===== src/sv/analog_keypad_scan_debounce_assert.svh =====
// Assertion macros for the keypad scanner RTL; included by akpd_scan.
// Depends on nothing; the checks compile out when SYNTHESIS is defined.
`ifndef ANALOG_KEYPAD_SCAN_DEBOUNCE_ASSERT_SVH
`define ANALOG_KEYPAD_SCAN_DEBOUNCE_ASSERT_SVH

`ifndef SYNTHESIS
`define AKPD_ASSERT_IMP(lbl, clk, rst_n, ante, cons, msg) \
    lbl: assert property (@(posedge clk) disable iff (!rst_n) (ante) |-> (cons)) \
        else $error(msg);
`define AKPD_ASSERT_NXT(lbl, clk, rst_n, ante, cons, msg) \
    lbl: assert property (@(posedge clk) disable iff (!rst_n) (ante) |=> (cons)) \
        else $error(msg);
`else
`define AKPD_ASSERT_IMP(lbl, clk, rst_n, ante, cons, msg)
`define AKPD_ASSERT_NXT(lbl, clk, rst_n, ante, cons, msg)
`endif

`endif


===== src/sv/akpd_pkg.sv =====
// Types and constants for the analog keypad scanner.
// Used by the interfaces and all modules of the block.
`default_nettype none

package akpd_pkg;

    localparam int SAMPLE_W    = 10;
    localparam int STABLE_W    = 4;
    localparam int ROW_W       = 2;
    localparam int KCOL_W      = 2;
    localparam int CFG_IDX_W   = 3;
    localparam int CFG_DATA_W  = 10;
    localparam int COLUMNS_DEF = 4;

    localparam logic [SAMPLE_W-1:0] ROW0_TH_RST = SAMPLE_W'(800);
    localparam logic [SAMPLE_W-1:0] ROW1_TH_RST = SAMPLE_W'(450);
    localparam logic [SAMPLE_W-1:0] ROW2_TH_RST = SAMPLE_W'(320);
    localparam logic [SAMPLE_W-1:0] ROW3_TH_RST = SAMPLE_W'(50);
    localparam logic [STABLE_W-1:0] STABLE_RST  = STABLE_W'(1);

    typedef enum logic [CFG_IDX_W-1:0] {
        CFG_ROW0_TH = 3'd0,
        CFG_ROW1_TH = 3'd1,
        CFG_ROW2_TH = 3'd2,
        CFG_ROW3_TH = 3'd3,
        CFG_STABLE  = 3'd4
    } t_cfg_idx;

    typedef struct packed {
        logic [SAMPLE_W-1:0] row0_th;
        logic [SAMPLE_W-1:0] row1_th;
        logic [SAMPLE_W-1:0] row2_th;
        logic [SAMPLE_W-1:0] row3_th;
        logic [STABLE_W-1:0] stable_reads;
    } t_cfg;

    typedef struct packed {
        logic             hit;
        logic [ROW_W-1:0] row;
    } t_class;

    typedef struct packed {
        logic              shift_bit;
        logic              key_valid;
        logic [ROW_W-1:0]  key_row;
        logic [KCOL_W-1:0] key_col;
    } t_result;

endpackage

`default_nettype wire


===== src/sv/akpd_in_if.sv =====
// Sample channel of the keypad scanner: valid/ready plus the converter sample.
// Depends on akpd_pkg.
`default_nettype none

interface akpd_in_if;
    logic                          valid;
    logic                          ready;
    logic [akpd_pkg::SAMPLE_W-1:0] sample;

    modport source (output valid, output sample, input ready);
    modport sink   (input valid, input sample, output ready);
endinterface

`default_nettype wire


===== src/sv/akpd_out_if.sv =====
// Result channel of the keypad scanner: valid/ready plus shift bit and key report.
// Depends on akpd_pkg.
`default_nettype none

interface akpd_out_if;
    logic                        valid;
    logic                        ready;
    logic                        shift_bit;
    logic                        key_valid;
    logic [akpd_pkg::ROW_W-1:0]  key_row;
    logic [akpd_pkg::KCOL_W-1:0] key_col;

    modport source (output valid, output shift_bit, output key_valid, output key_row,
                    output key_col, input ready);
    modport sink   (input valid, input shift_bit, input key_valid, input key_row,
                    input key_col, output ready);
endinterface

`default_nettype wire


===== src/sv/akpd_cfg_regs.sv =====
// Configuration registers: row thresholds and debounce count.
// Depends on akpd_pkg.
`default_nettype none

module akpd_cfg_regs (
    input  wire logic                            i_clk,
    input  wire logic                            i_rst_n,
    input  wire logic                            i_cfg_we,
    input  wire logic [akpd_pkg::CFG_IDX_W-1:0]  i_cfg_idx,
    input  wire logic [akpd_pkg::CFG_DATA_W-1:0] i_cfg_data,
    output      akpd_pkg::t_cfg                  o_cfg
);
    import akpd_pkg::*;

    t_cfg r_cfg;

    always_ff @(posedge i_clk) begin
        if (!i_rst_n) begin
            r_cfg.row0_th      <= ROW0_TH_RST;
            r_cfg.row1_th      <= ROW1_TH_RST;
            r_cfg.row2_th      <= ROW2_TH_RST;
            r_cfg.row3_th      <= ROW3_TH_RST;
            r_cfg.stable_reads <= STABLE_RST;
        end else if (i_cfg_we) begin
            unique case (i_cfg_idx)
                CFG_ROW0_TH: r_cfg.row0_th      <= i_cfg_data[SAMPLE_W-1:0];
                CFG_ROW1_TH: r_cfg.row1_th      <= i_cfg_data[SAMPLE_W-1:0];
                CFG_ROW2_TH: r_cfg.row2_th      <= i_cfg_data[SAMPLE_W-1:0];
                CFG_ROW3_TH: r_cfg.row3_th      <= i_cfg_data[SAMPLE_W-1:0];
                CFG_STABLE:  r_cfg.stable_reads <= i_cfg_data[STABLE_W-1:0];
                default: ;
            endcase
        end
    end

    assign o_cfg = r_cfg;
endmodule

`default_nettype wire


===== src/sv/akpd_classify.sv =====
// Row classifier: compares one sample against the thresholds in falling order.
// Depends on akpd_pkg.
`default_nettype none

module akpd_classify (
    input  wire logic [akpd_pkg::SAMPLE_W-1:0] i_sample,
    input  wire akpd_pkg::t_cfg                i_cfg,
    output      akpd_pkg::t_class              o_class
);
    import akpd_pkg::*;

    always_comb begin
        o_class = '{hit: 1'b1, row: ROW_W'(0)};
        if (i_sample > i_cfg.row0_th) begin
            o_class.row = ROW_W'(0);
        end else if (i_sample > i_cfg.row1_th) begin
            o_class.row = ROW_W'(1);
        end else if (i_sample > i_cfg.row2_th) begin
            o_class.row = ROW_W'(2);
        end else if (i_sample > i_cfg.row3_th) begin
            o_class.row = ROW_W'(3);
        end else begin
            o_class.hit = 1'b0;
        end
    end
endmodule

`default_nettype wire


===== src/sv/akpd_scan.sv =====
// Column sequencing and scan debounce: holds strobe position and last scan result.
// Depends on akpd_pkg and the assertion macro header.
`default_nettype none
`include "analog_keypad_scan_debounce_assert.svh"

module akpd_scan #(
    parameter int COLUMNS = akpd_pkg::COLUMNS_DEF
) (
    input  wire logic                           i_clk,
    input  wire logic                           i_rst_n,
    input  wire logic                           i_step,
    input  wire akpd_pkg::t_class               i_class,
    input  wire logic [akpd_pkg::STABLE_W-1:0]  i_stable_reads,
    output      akpd_pkg::t_result              o_res
);
    import akpd_pkg::*;

    localparam int CW = (COLUMNS > 1) ? $clog2(COLUMNS) : 1;
    localparam int KW = (CW > KCOL_W) ? CW : KCOL_W;
    localparam logic [CW-1:0]       LAST_POS  = CW'(COLUMNS - 1);
    localparam logic [STABLE_W-1:0] MATCH_MAX = '1;

    logic [CW-1:0]       r_col_idx, n_col_idx;
    logic                r_prev_none, n_prev_none;
    logic [ROW_W-1:0]    r_prev_row, n_prev_row;
    logic [CW-1:0]       r_prev_col, n_prev_col;
    logic [STABLE_W-1:0] r_match, n_match;
    logic                r_reported, n_reported;

    logic                last, same, report, reported_base;
    logic [CW-1:0]       col, col_e;
    logic [ROW_W-1:0]    row_e;
    logic [KW-1:0]       col_ext;

    always_comb begin
        last          = i_class.hit || (r_col_idx == LAST_POS);
        col           = LAST_POS - r_col_idx;
        row_e         = i_class.hit ? i_class.row : '0;
        col_e         = i_class.hit ? col : '0;
        same          = (!i_class.hit == r_prev_none)
                        && (!i_class.hit || (row_e == r_prev_row && col_e == r_prev_col));
        n_match       = same ? ((r_match == MATCH_MAX) ? r_match : r_match + 1'b1) : '0;
        reported_base = same && r_reported;
        report        = last && i_class.hit && !reported_base && (n_match >= i_stable_reads);
        n_reported    = reported_base || report;
        n_prev_none   = !i_class.hit;
        n_prev_row    = row_e;
        n_prev_col    = col_e;
        n_col_idx     = last ? '0 : r_col_idx + 1'b1;
        col_ext       = KW'(col);

        o_res.shift_bit = last;
        o_res.key_valid = report;
        o_res.key_row   = report ? i_class.row : '0;
        o_res.key_col   = report ? col_ext[KCOL_W-1:0] : '0;
    end

    always_ff @(posedge i_clk) begin
        if (!i_rst_n) begin
            r_col_idx   <= '0;
            r_prev_none <= 1'b1;
            r_prev_row  <= '0;
            r_prev_col  <= '0;
            r_match     <= '0;
            r_reported  <= 1'b0;
        end else if (i_step) begin
            r_col_idx <= n_col_idx;
            if (last) begin
                r_match    <= n_match;
                r_reported <= n_reported;
                if (!same) begin
                    r_prev_none <= n_prev_none;
                    r_prev_row  <= n_prev_row;
                    r_prev_col  <= n_prev_col;
                end
            end
        end
    end

    `AKPD_ASSERT_IMP(a_col_idx_range, i_clk, i_rst_n, 1'b1, r_col_idx <= LAST_POS,
        "strobe position past last column")
    `AKPD_ASSERT_IMP(a_report_ends_scan, i_clk, i_rst_n, o_res.key_valid,
        o_res.shift_bit && i_class.hit, "key reported without a completed hit")
    `AKPD_ASSERT_NXT(a_report_latched, i_clk, i_rst_n, i_step && report,
        r_reported && !r_prev_none && r_col_idx == '0, "report not latched")
    `AKPD_ASSERT_IMP(a_none_no_report, i_clk, i_rst_n, r_prev_none, !r_reported,
        "no-key scan marked reported")
endmodule

`default_nettype wire


===== src/sv/analog_keypad_scan_debounce.sv =====
// Resistor-ladder keypad scanner with debounce: sample register, classify, result register.
// One sample a cycle when the result side keeps up. A sample passes through the input
// register, then the output register, where its result is presented; the move between
// them waits while the result side is stalled. Scan state advances as each sample moves
// into the output register. Thresholds and the debounce count are for the user to write
// through the plain configuration port only while idle; the block does not enforce this.
// Depends on akpd_pkg, akpd_in_if, akpd_out_if, akpd_cfg_regs, akpd_classify, akpd_scan.
`default_nettype none

module analog_keypad_scan_debounce #(
    parameter int COLUMNS = akpd_pkg::COLUMNS_DEF
) (
    input  wire logic                            i_clk,
    input  wire logic                            i_rst_n,
    input  wire logic                            i_cfg_we,
    input  wire logic [akpd_pkg::CFG_IDX_W-1:0]  i_cfg_idx,
    input  wire logic [akpd_pkg::CFG_DATA_W-1:0] i_cfg_data,
    akpd_in_if.sink                              i_in,
    akpd_out_if.source                           o_out
);
    import akpd_pkg::*;

    logic                r_in_valid;
    logic [SAMPLE_W-1:0] r_in_sample;
    logic                r_out_valid;
    t_result             r_out;

    t_cfg    cfg;
    t_class  cls;
    t_result res;
    logic    advance;

    assign advance    = r_in_valid && (!r_out_valid || o_out.ready);
    assign i_in.ready = !r_in_valid || advance;

    akpd_cfg_regs u_cfg (
        .i_clk      (i_clk),
        .i_rst_n    (i_rst_n),
        .i_cfg_we   (i_cfg_we),
        .i_cfg_idx  (i_cfg_idx),
        .i_cfg_data (i_cfg_data),
        .o_cfg      (cfg)
    );

    akpd_classify u_classify (
        .i_sample (r_in_sample),
        .i_cfg    (cfg),
        .o_class  (cls)
    );

    akpd_scan #(
        .COLUMNS (COLUMNS)
    ) u_scan (
        .i_clk          (i_clk),
        .i_rst_n        (i_rst_n),
        .i_step         (advance),
        .i_class        (cls),
        .i_stable_reads (cfg.stable_reads),
        .o_res          (res)
    );

    always_ff @(posedge i_clk) begin
        if (!i_rst_n) begin
            r_in_valid  <= 1'b0;
            r_out_valid <= 1'b0;
        end else begin
            if (i_in.ready) begin
                r_in_valid <= i_in.valid;
            end
            if (advance) begin
                r_out_valid <= 1'b1;
            end else if (o_out.ready) begin
                r_out_valid <= 1'b0;
            end
        end
    end

    always_ff @(posedge i_clk) begin
        if (i_in.ready && i_in.valid) begin
            r_in_sample <= i_in.sample;
        end
        if (advance) begin
            r_out <= res;
        end
    end

    assign o_out.valid     = r_out_valid;
    assign o_out.shift_bit = r_out.shift_bit;
    assign o_out.key_valid = r_out.key_valid;
    assign o_out.key_row   = r_out.key_row;
    assign o_out.key_col   = r_out.key_col;
endmodule

`default_nettype wire

===== src/flat_wrapper.sv =====
// flat-port wrapper written by rule: the top's interface ports become plain ports
module analog_keypad_scan_debounce_flat import akpd_pkg::*;
#(
    parameter int COLUMNS = akpd_pkg::COLUMNS_DEF
)
  (i_clk, i_rst_n, i_cfg_we, i_cfg_idx, i_cfg_data, i_in_valid, i_in_sample, i_in_ready, o_out_valid, o_out_shift_bit, o_out_key_valid, o_out_key_row, o_out_key_col, o_out_ready);
  akpd_in_if i_in_i ();
  akpd_out_if o_out_i ();
  input  wire logic i_clk;
  input  wire logic i_rst_n;
  input  wire logic i_cfg_we;
  input  wire logic [akpd_pkg::CFG_IDX_W-1:0] i_cfg_idx;
  input  wire logic [akpd_pkg::CFG_DATA_W-1:0] i_cfg_data;
  input wire logic [$bits(i_in_i.valid)-1:0] i_in_valid;
  input wire logic [$bits(i_in_i.sample)-1:0] i_in_sample;
  output wire logic [$bits(i_in_i.ready)-1:0] i_in_ready;
  output wire logic [$bits(o_out_i.valid)-1:0] o_out_valid;
  output wire logic [$bits(o_out_i.shift_bit)-1:0] o_out_shift_bit;
  output wire logic [$bits(o_out_i.key_valid)-1:0] o_out_key_valid;
  output wire logic [$bits(o_out_i.key_row)-1:0] o_out_key_row;
  output wire logic [$bits(o_out_i.key_col)-1:0] o_out_key_col;
  input wire logic [$bits(o_out_i.ready)-1:0] o_out_ready;
  assign i_in_i.valid = i_in_valid;
  assign i_in_i.sample = i_in_sample;
  assign i_in_ready = i_in_i.ready;
  assign o_out_valid = o_out_i.valid;
  assign o_out_shift_bit = o_out_i.shift_bit;
  assign o_out_key_valid = o_out_i.key_valid;
  assign o_out_key_row = o_out_i.key_row;
  assign o_out_key_col = o_out_i.key_col;
  assign o_out_i.ready = o_out_ready;
  analog_keypad_scan_debounce #(.COLUMNS(COLUMNS)) u_core (.i_clk(i_clk), .i_rst_n(i_rst_n), .i_cfg_we(i_cfg_we), .i_cfg_idx(i_cfg_idx), .i_cfg_data(i_cfg_data), .i_in(i_in_i), .o_out(o_out_i));
endmodule

===== config.mk =====
export PLATFORM = sky130hd
export DESIGN_NAME = analog_keypad_scan_debounce_flat
export DESIGN_NICKNAME = d
export VERILOG_FILES = /design/src/sv/akpd_pkg.sv /design/src/sv/akpd_in_if.sv /design/src/sv/akpd_out_if.sv /design/src/sv/akpd_cfg_regs.sv /design/src/sv/akpd_classify.sv /design/src/sv/akpd_scan.sv /design/src/sv/analog_keypad_scan_debounce.sv /design/src/flat_wrapper.sv
export VERILOG_INCLUDE_DIRS = /design/src /design/src/sv
export SDC_FILE = /design/constraint.sdc
export NUM_CORES = 1
export LEC_CHECK = 0
export ABC_AREA = 1
export BUFFER_PORTS_ARGS = -buffer_cell sky130_fd_sc_hd__clkbuf_2
export CAP_MARGIN = 10
export CORE_MARGIN = 8
export CORE_UTILIZATION = 38
export DETAILED_ROUTE_END_ITERATION = 6
export GPL_TIMING_DRIVEN = 0
export HOLD_SLACK_MARGIN = 0.06
export MAX_ROUTING_LAYER = met4
export PLACE_DENSITY_LB_ADDON = 0.25
export SLEW_MARGIN = 5
export SYNTH_ARGS = -nofsm -noshare
export SYNTH_HDL_FRONTEND = slang
export SYNTH_SLANG_ARGS = --single-unit

===== constraint.sdc =====
create_clock -name i_clk -period 5.35 [get_ports i_clk]
set_input_delay 0.535 -clock i_clk [delete_from_list [all_inputs] [get_ports i_clk]]
set_output_delay 0.535 -clock i_clk [all_outputs]
set_load 0.005 [all_outputs]

==> run metrics <==
number of synthesized register bits 74; synth warn 0; Area Overhead vs Synth 13.11%; HPWL after DPL 7199 um; Net count, final 632; Crit Path Class reg -> reg; Post-CTS Setup Bufs 0; WHS 352.8 ps; H-tree Lvls 3; number of fill cells 1,085; unrepaired setup endpoints after global routing false; crit-path max FO 5; gpl congestion 0.8574; Tmin final 3453 ps; P_leak 2.216 nW; crit start category flop; CP Capture Type flop; I/O pins 36; slew margin rel. 59.29%; Avg Inst Size Synth 7.998 um^2; setup_tns 0 ps; IO Port Bufs 35; fin crit share 64.55%; row count 38; DRC viols 0; initial antenna violation count 0; Primary FF master, synth dfxtp_1; Fmax 289.6 MHz; 1st-iter DRT viols 179; DIE WIDTH 119.8 um; asr flop ratio synth 0%; core area 10,700 um^2; cts repair resizes 0; EDFF count, synth 16; actual slew at the worst max-slew pin 607.4 ps; max-cap violation count 0; post-synthesis sequential area ratio 40.09%; vias in the first global route 3,364; Data arrival, critical path 3560 ps; min-delay worst type in -> reg; post-synth net total 586; Peak VDD IR 0.1353 mV; CTS tree built; cts hold-fix bufs 0; Pwr Density 264.9 nW/um^2; Antenna diodes 0; Root Buffer clkbuf_8; fraction of layout cells with a size suffix above 1 17.58%; Final setup viols 0; clock latency on the worst-skew pair 350 ps; cells after synthesis 512; first-pass GRT wire length 15,070 um; Detail Route Antenna Nets 0; gr ovfl total 0; Final Hold Viols 0; Inserted Clock Buffers 9; DR pass1 iterations 4; WL per Instance 12.84 um; synthesized cell area 4095 um^2; WL final 9030 um; die area 14,350 um^2; via count 3,363; final slew viol count 0; clock skew 8.352 ps; pin count of the biggest net entering global routing 14; Synth cell types 29; clk sinks 74; clock-pin slew on the worst setup and hold paths 80 ps; outcome complete, no violations; Initial Utilization 38.28%; GR Util All Layers 13.30%; WP data required 5460 ps; clk buf depth 2; vias per inst 4.784; height of the die 119.8 um
[path summary, 6_finish.rpt]
| path | from | endpoint | slack, ps | cells after the start |
|---|---|---|---|---|
| setup reg to reg | u_core.r_in_sample[9] | u_core.o_out.key_col[1] | 1900 | 24 |
| hold reg to reg | u_core.u_cfg.o_cfg[38] | u_core.u_cfg.o_cfg[38] | 460 | 2 |
| setup / recovery | u_core.r_in_sample[9] | u_core.o_out.key_col[1] | 1900 | 24 |
| hold / removal | i_in_sample[6] | u_core.r_in_sample[6] | 350 | 1 |
[layout make-up]
type,count,area (um^2),share of cell area (%)
Multi-Input combinational cell,331,2046,44.17
Sequential cell,74,1642,35.44
Inverter,97,366.6,7.915
Timing Repair Buffer,35,175.2,3.782
Tap cell,140,175.2,3.782
Clock buffer,10,127.6,2.755
Clock inverter,6,58.81,1.270
Buffer,10,41.29,0.8914
[cell usage after synthesis (3+ instances only)]
| cell type | number | area, um^2 |
|---|---|---|
| inv_1 | 92 | 345.3 |
| nand2_1 | 88 | 330.3 |
| dfxtp_1 | 58 | 1161 |
| a21oi_1 | 47 | 235.2 |
| ha_1 | 46 | 575.6 |
| o21ai_0 | 38 | 190.2 |
| nor2_1 | 24 | 90.09 |
| nand3_1 | 18 | 90.09 |
| edfxtp_1 | 16 | 480.5 |
| nand2_2 | 16 | 100.1 |
| clkbuf_1 | 9 | 33.78 |
| nor2_2 | 9 | 56.30 |
| o211ai_1 | 9 | 67.56 |
| nand4_1 | 8 | 50.05 |
| nand2_4 | 5 | 56.30 |
| inv_2 | 4 | 15.01 |
| nand3_2 | 4 | 40.04 |
| nor2_4 | 4 | 45.04 |
| o21ai_1 | 3 | 15.01 |
[worst max-delay path: stages, from the launching register on]
cell and delay [ps]:
edfxtp_1 470, ha_1 340, nand2_2 120, inv_2 30, a21oi_1 250, nand3_2 110
nand2_2 100, nand2_2 90, inv_2 80, nand2_4 70, nand3_1 70, nand2_1 60
nor2_2 120, nand2_4 100, nand2_4 110, nand2_2 80, ha_1 300, inv_1 60
a21oi_1 50, o21ai_0 150, nand2_1 70, a21oi_1 130, nor2_1 100, nand2_4 110
nor2_2 40
[routing by layer]
layer	GRT usage [%]	part of all wire [%]	vias to the layer above
met2	22.91	49	54
met5	-	0	-
met3	2.302	2.9	12
met4	4.996	1.5	0
li1	-	-	1752
met1	15.16	47	1545
[metrics by stage]
step / cell area (um^2) / total power, mW / cells / util (%) / setup WS (ps)
4_1_cts: 4632 / 1.238 / 703 / 43.30 / 1890
6_report: 4632 / 1.227 / 703 / 43.30 / 1897
5_1_grt: 4632 / 1.296 / 703 / 43.30 / 1648
2_1_floorplan: 4095 / 0.7601 / 512 / - / 2348
3_5_place_dp: 4446 / 0.8185 / 687 / 41.56 / 1916
3_3_place_gp: 4446 / 0.8103 / 687 / 41.56 / 1951
[state kept, by name (all words and copies together) (netlist names)]
signal,count
u_core.r_in_sample,10
u_core.u_scan.r_prev_none,1
u_core.u_scan.r_prev_col,2
u_core.o_out.key_col,2
u_core.o_out.key_row,2
u_core.o_out.valid,1
u_core.u_scan.r_prev_row,2
u_core.r_in_valid,1
u_core.o_out.shift_bit,1
u_core.u_cfg.o_cfg,44
u_core.u_scan.r_reported,1
u_core.u_scan.r_match,4
u_core.o_out.key_valid,1
u_core.u_scan.r_col_idx,2
[cells in the final DEF, fill, tap and decap left out, drive strengths merged, types with 3 or more instances in the layout]
| master | n |
|---|---|
| nand2 | 109 |
| inv | 97 |
| dfxtp | 58 |
| clkbuf | 54 |
| a21oi | 49 |
| ha | 46 |
| o21ai | 41 |
| nor2 | 37 |
| nand3 | 23 |
| edfxtp | 16 |
| o211ai | 9 |
| nand4 | 8 |
| clkinv | 3 |
[power breakdown]
| group | leakage [nW] | total, mW | internal [mW] | switching, mW |
|---|---|---|---|---|
| Clock | 0.0897 | 0.423 | 0.212 | 0.210 |
| Sequential | 0.627 | 0.613 | 0.598 | 0.0150 |
| Combinational | 1.50 | 0.191 | 0.0697 | 0.121 |
[kinds of logic (layout without fill, tap and decap cells)]
group,count (synthesis),count (layout),synth area share [%]
flip-flops,74,74,40.09
buffers and inverters,107,158,9.960
adder cells (fa/ha/maj),46,46,14.05
AND/OR/NAND/NOR,181,181,22.12
XOR/XNOR,1,1,0.2139
AO/OA/AOI/OAI,103,103,13.57
No activity file was read; power rests on OpenSTA's default activity.
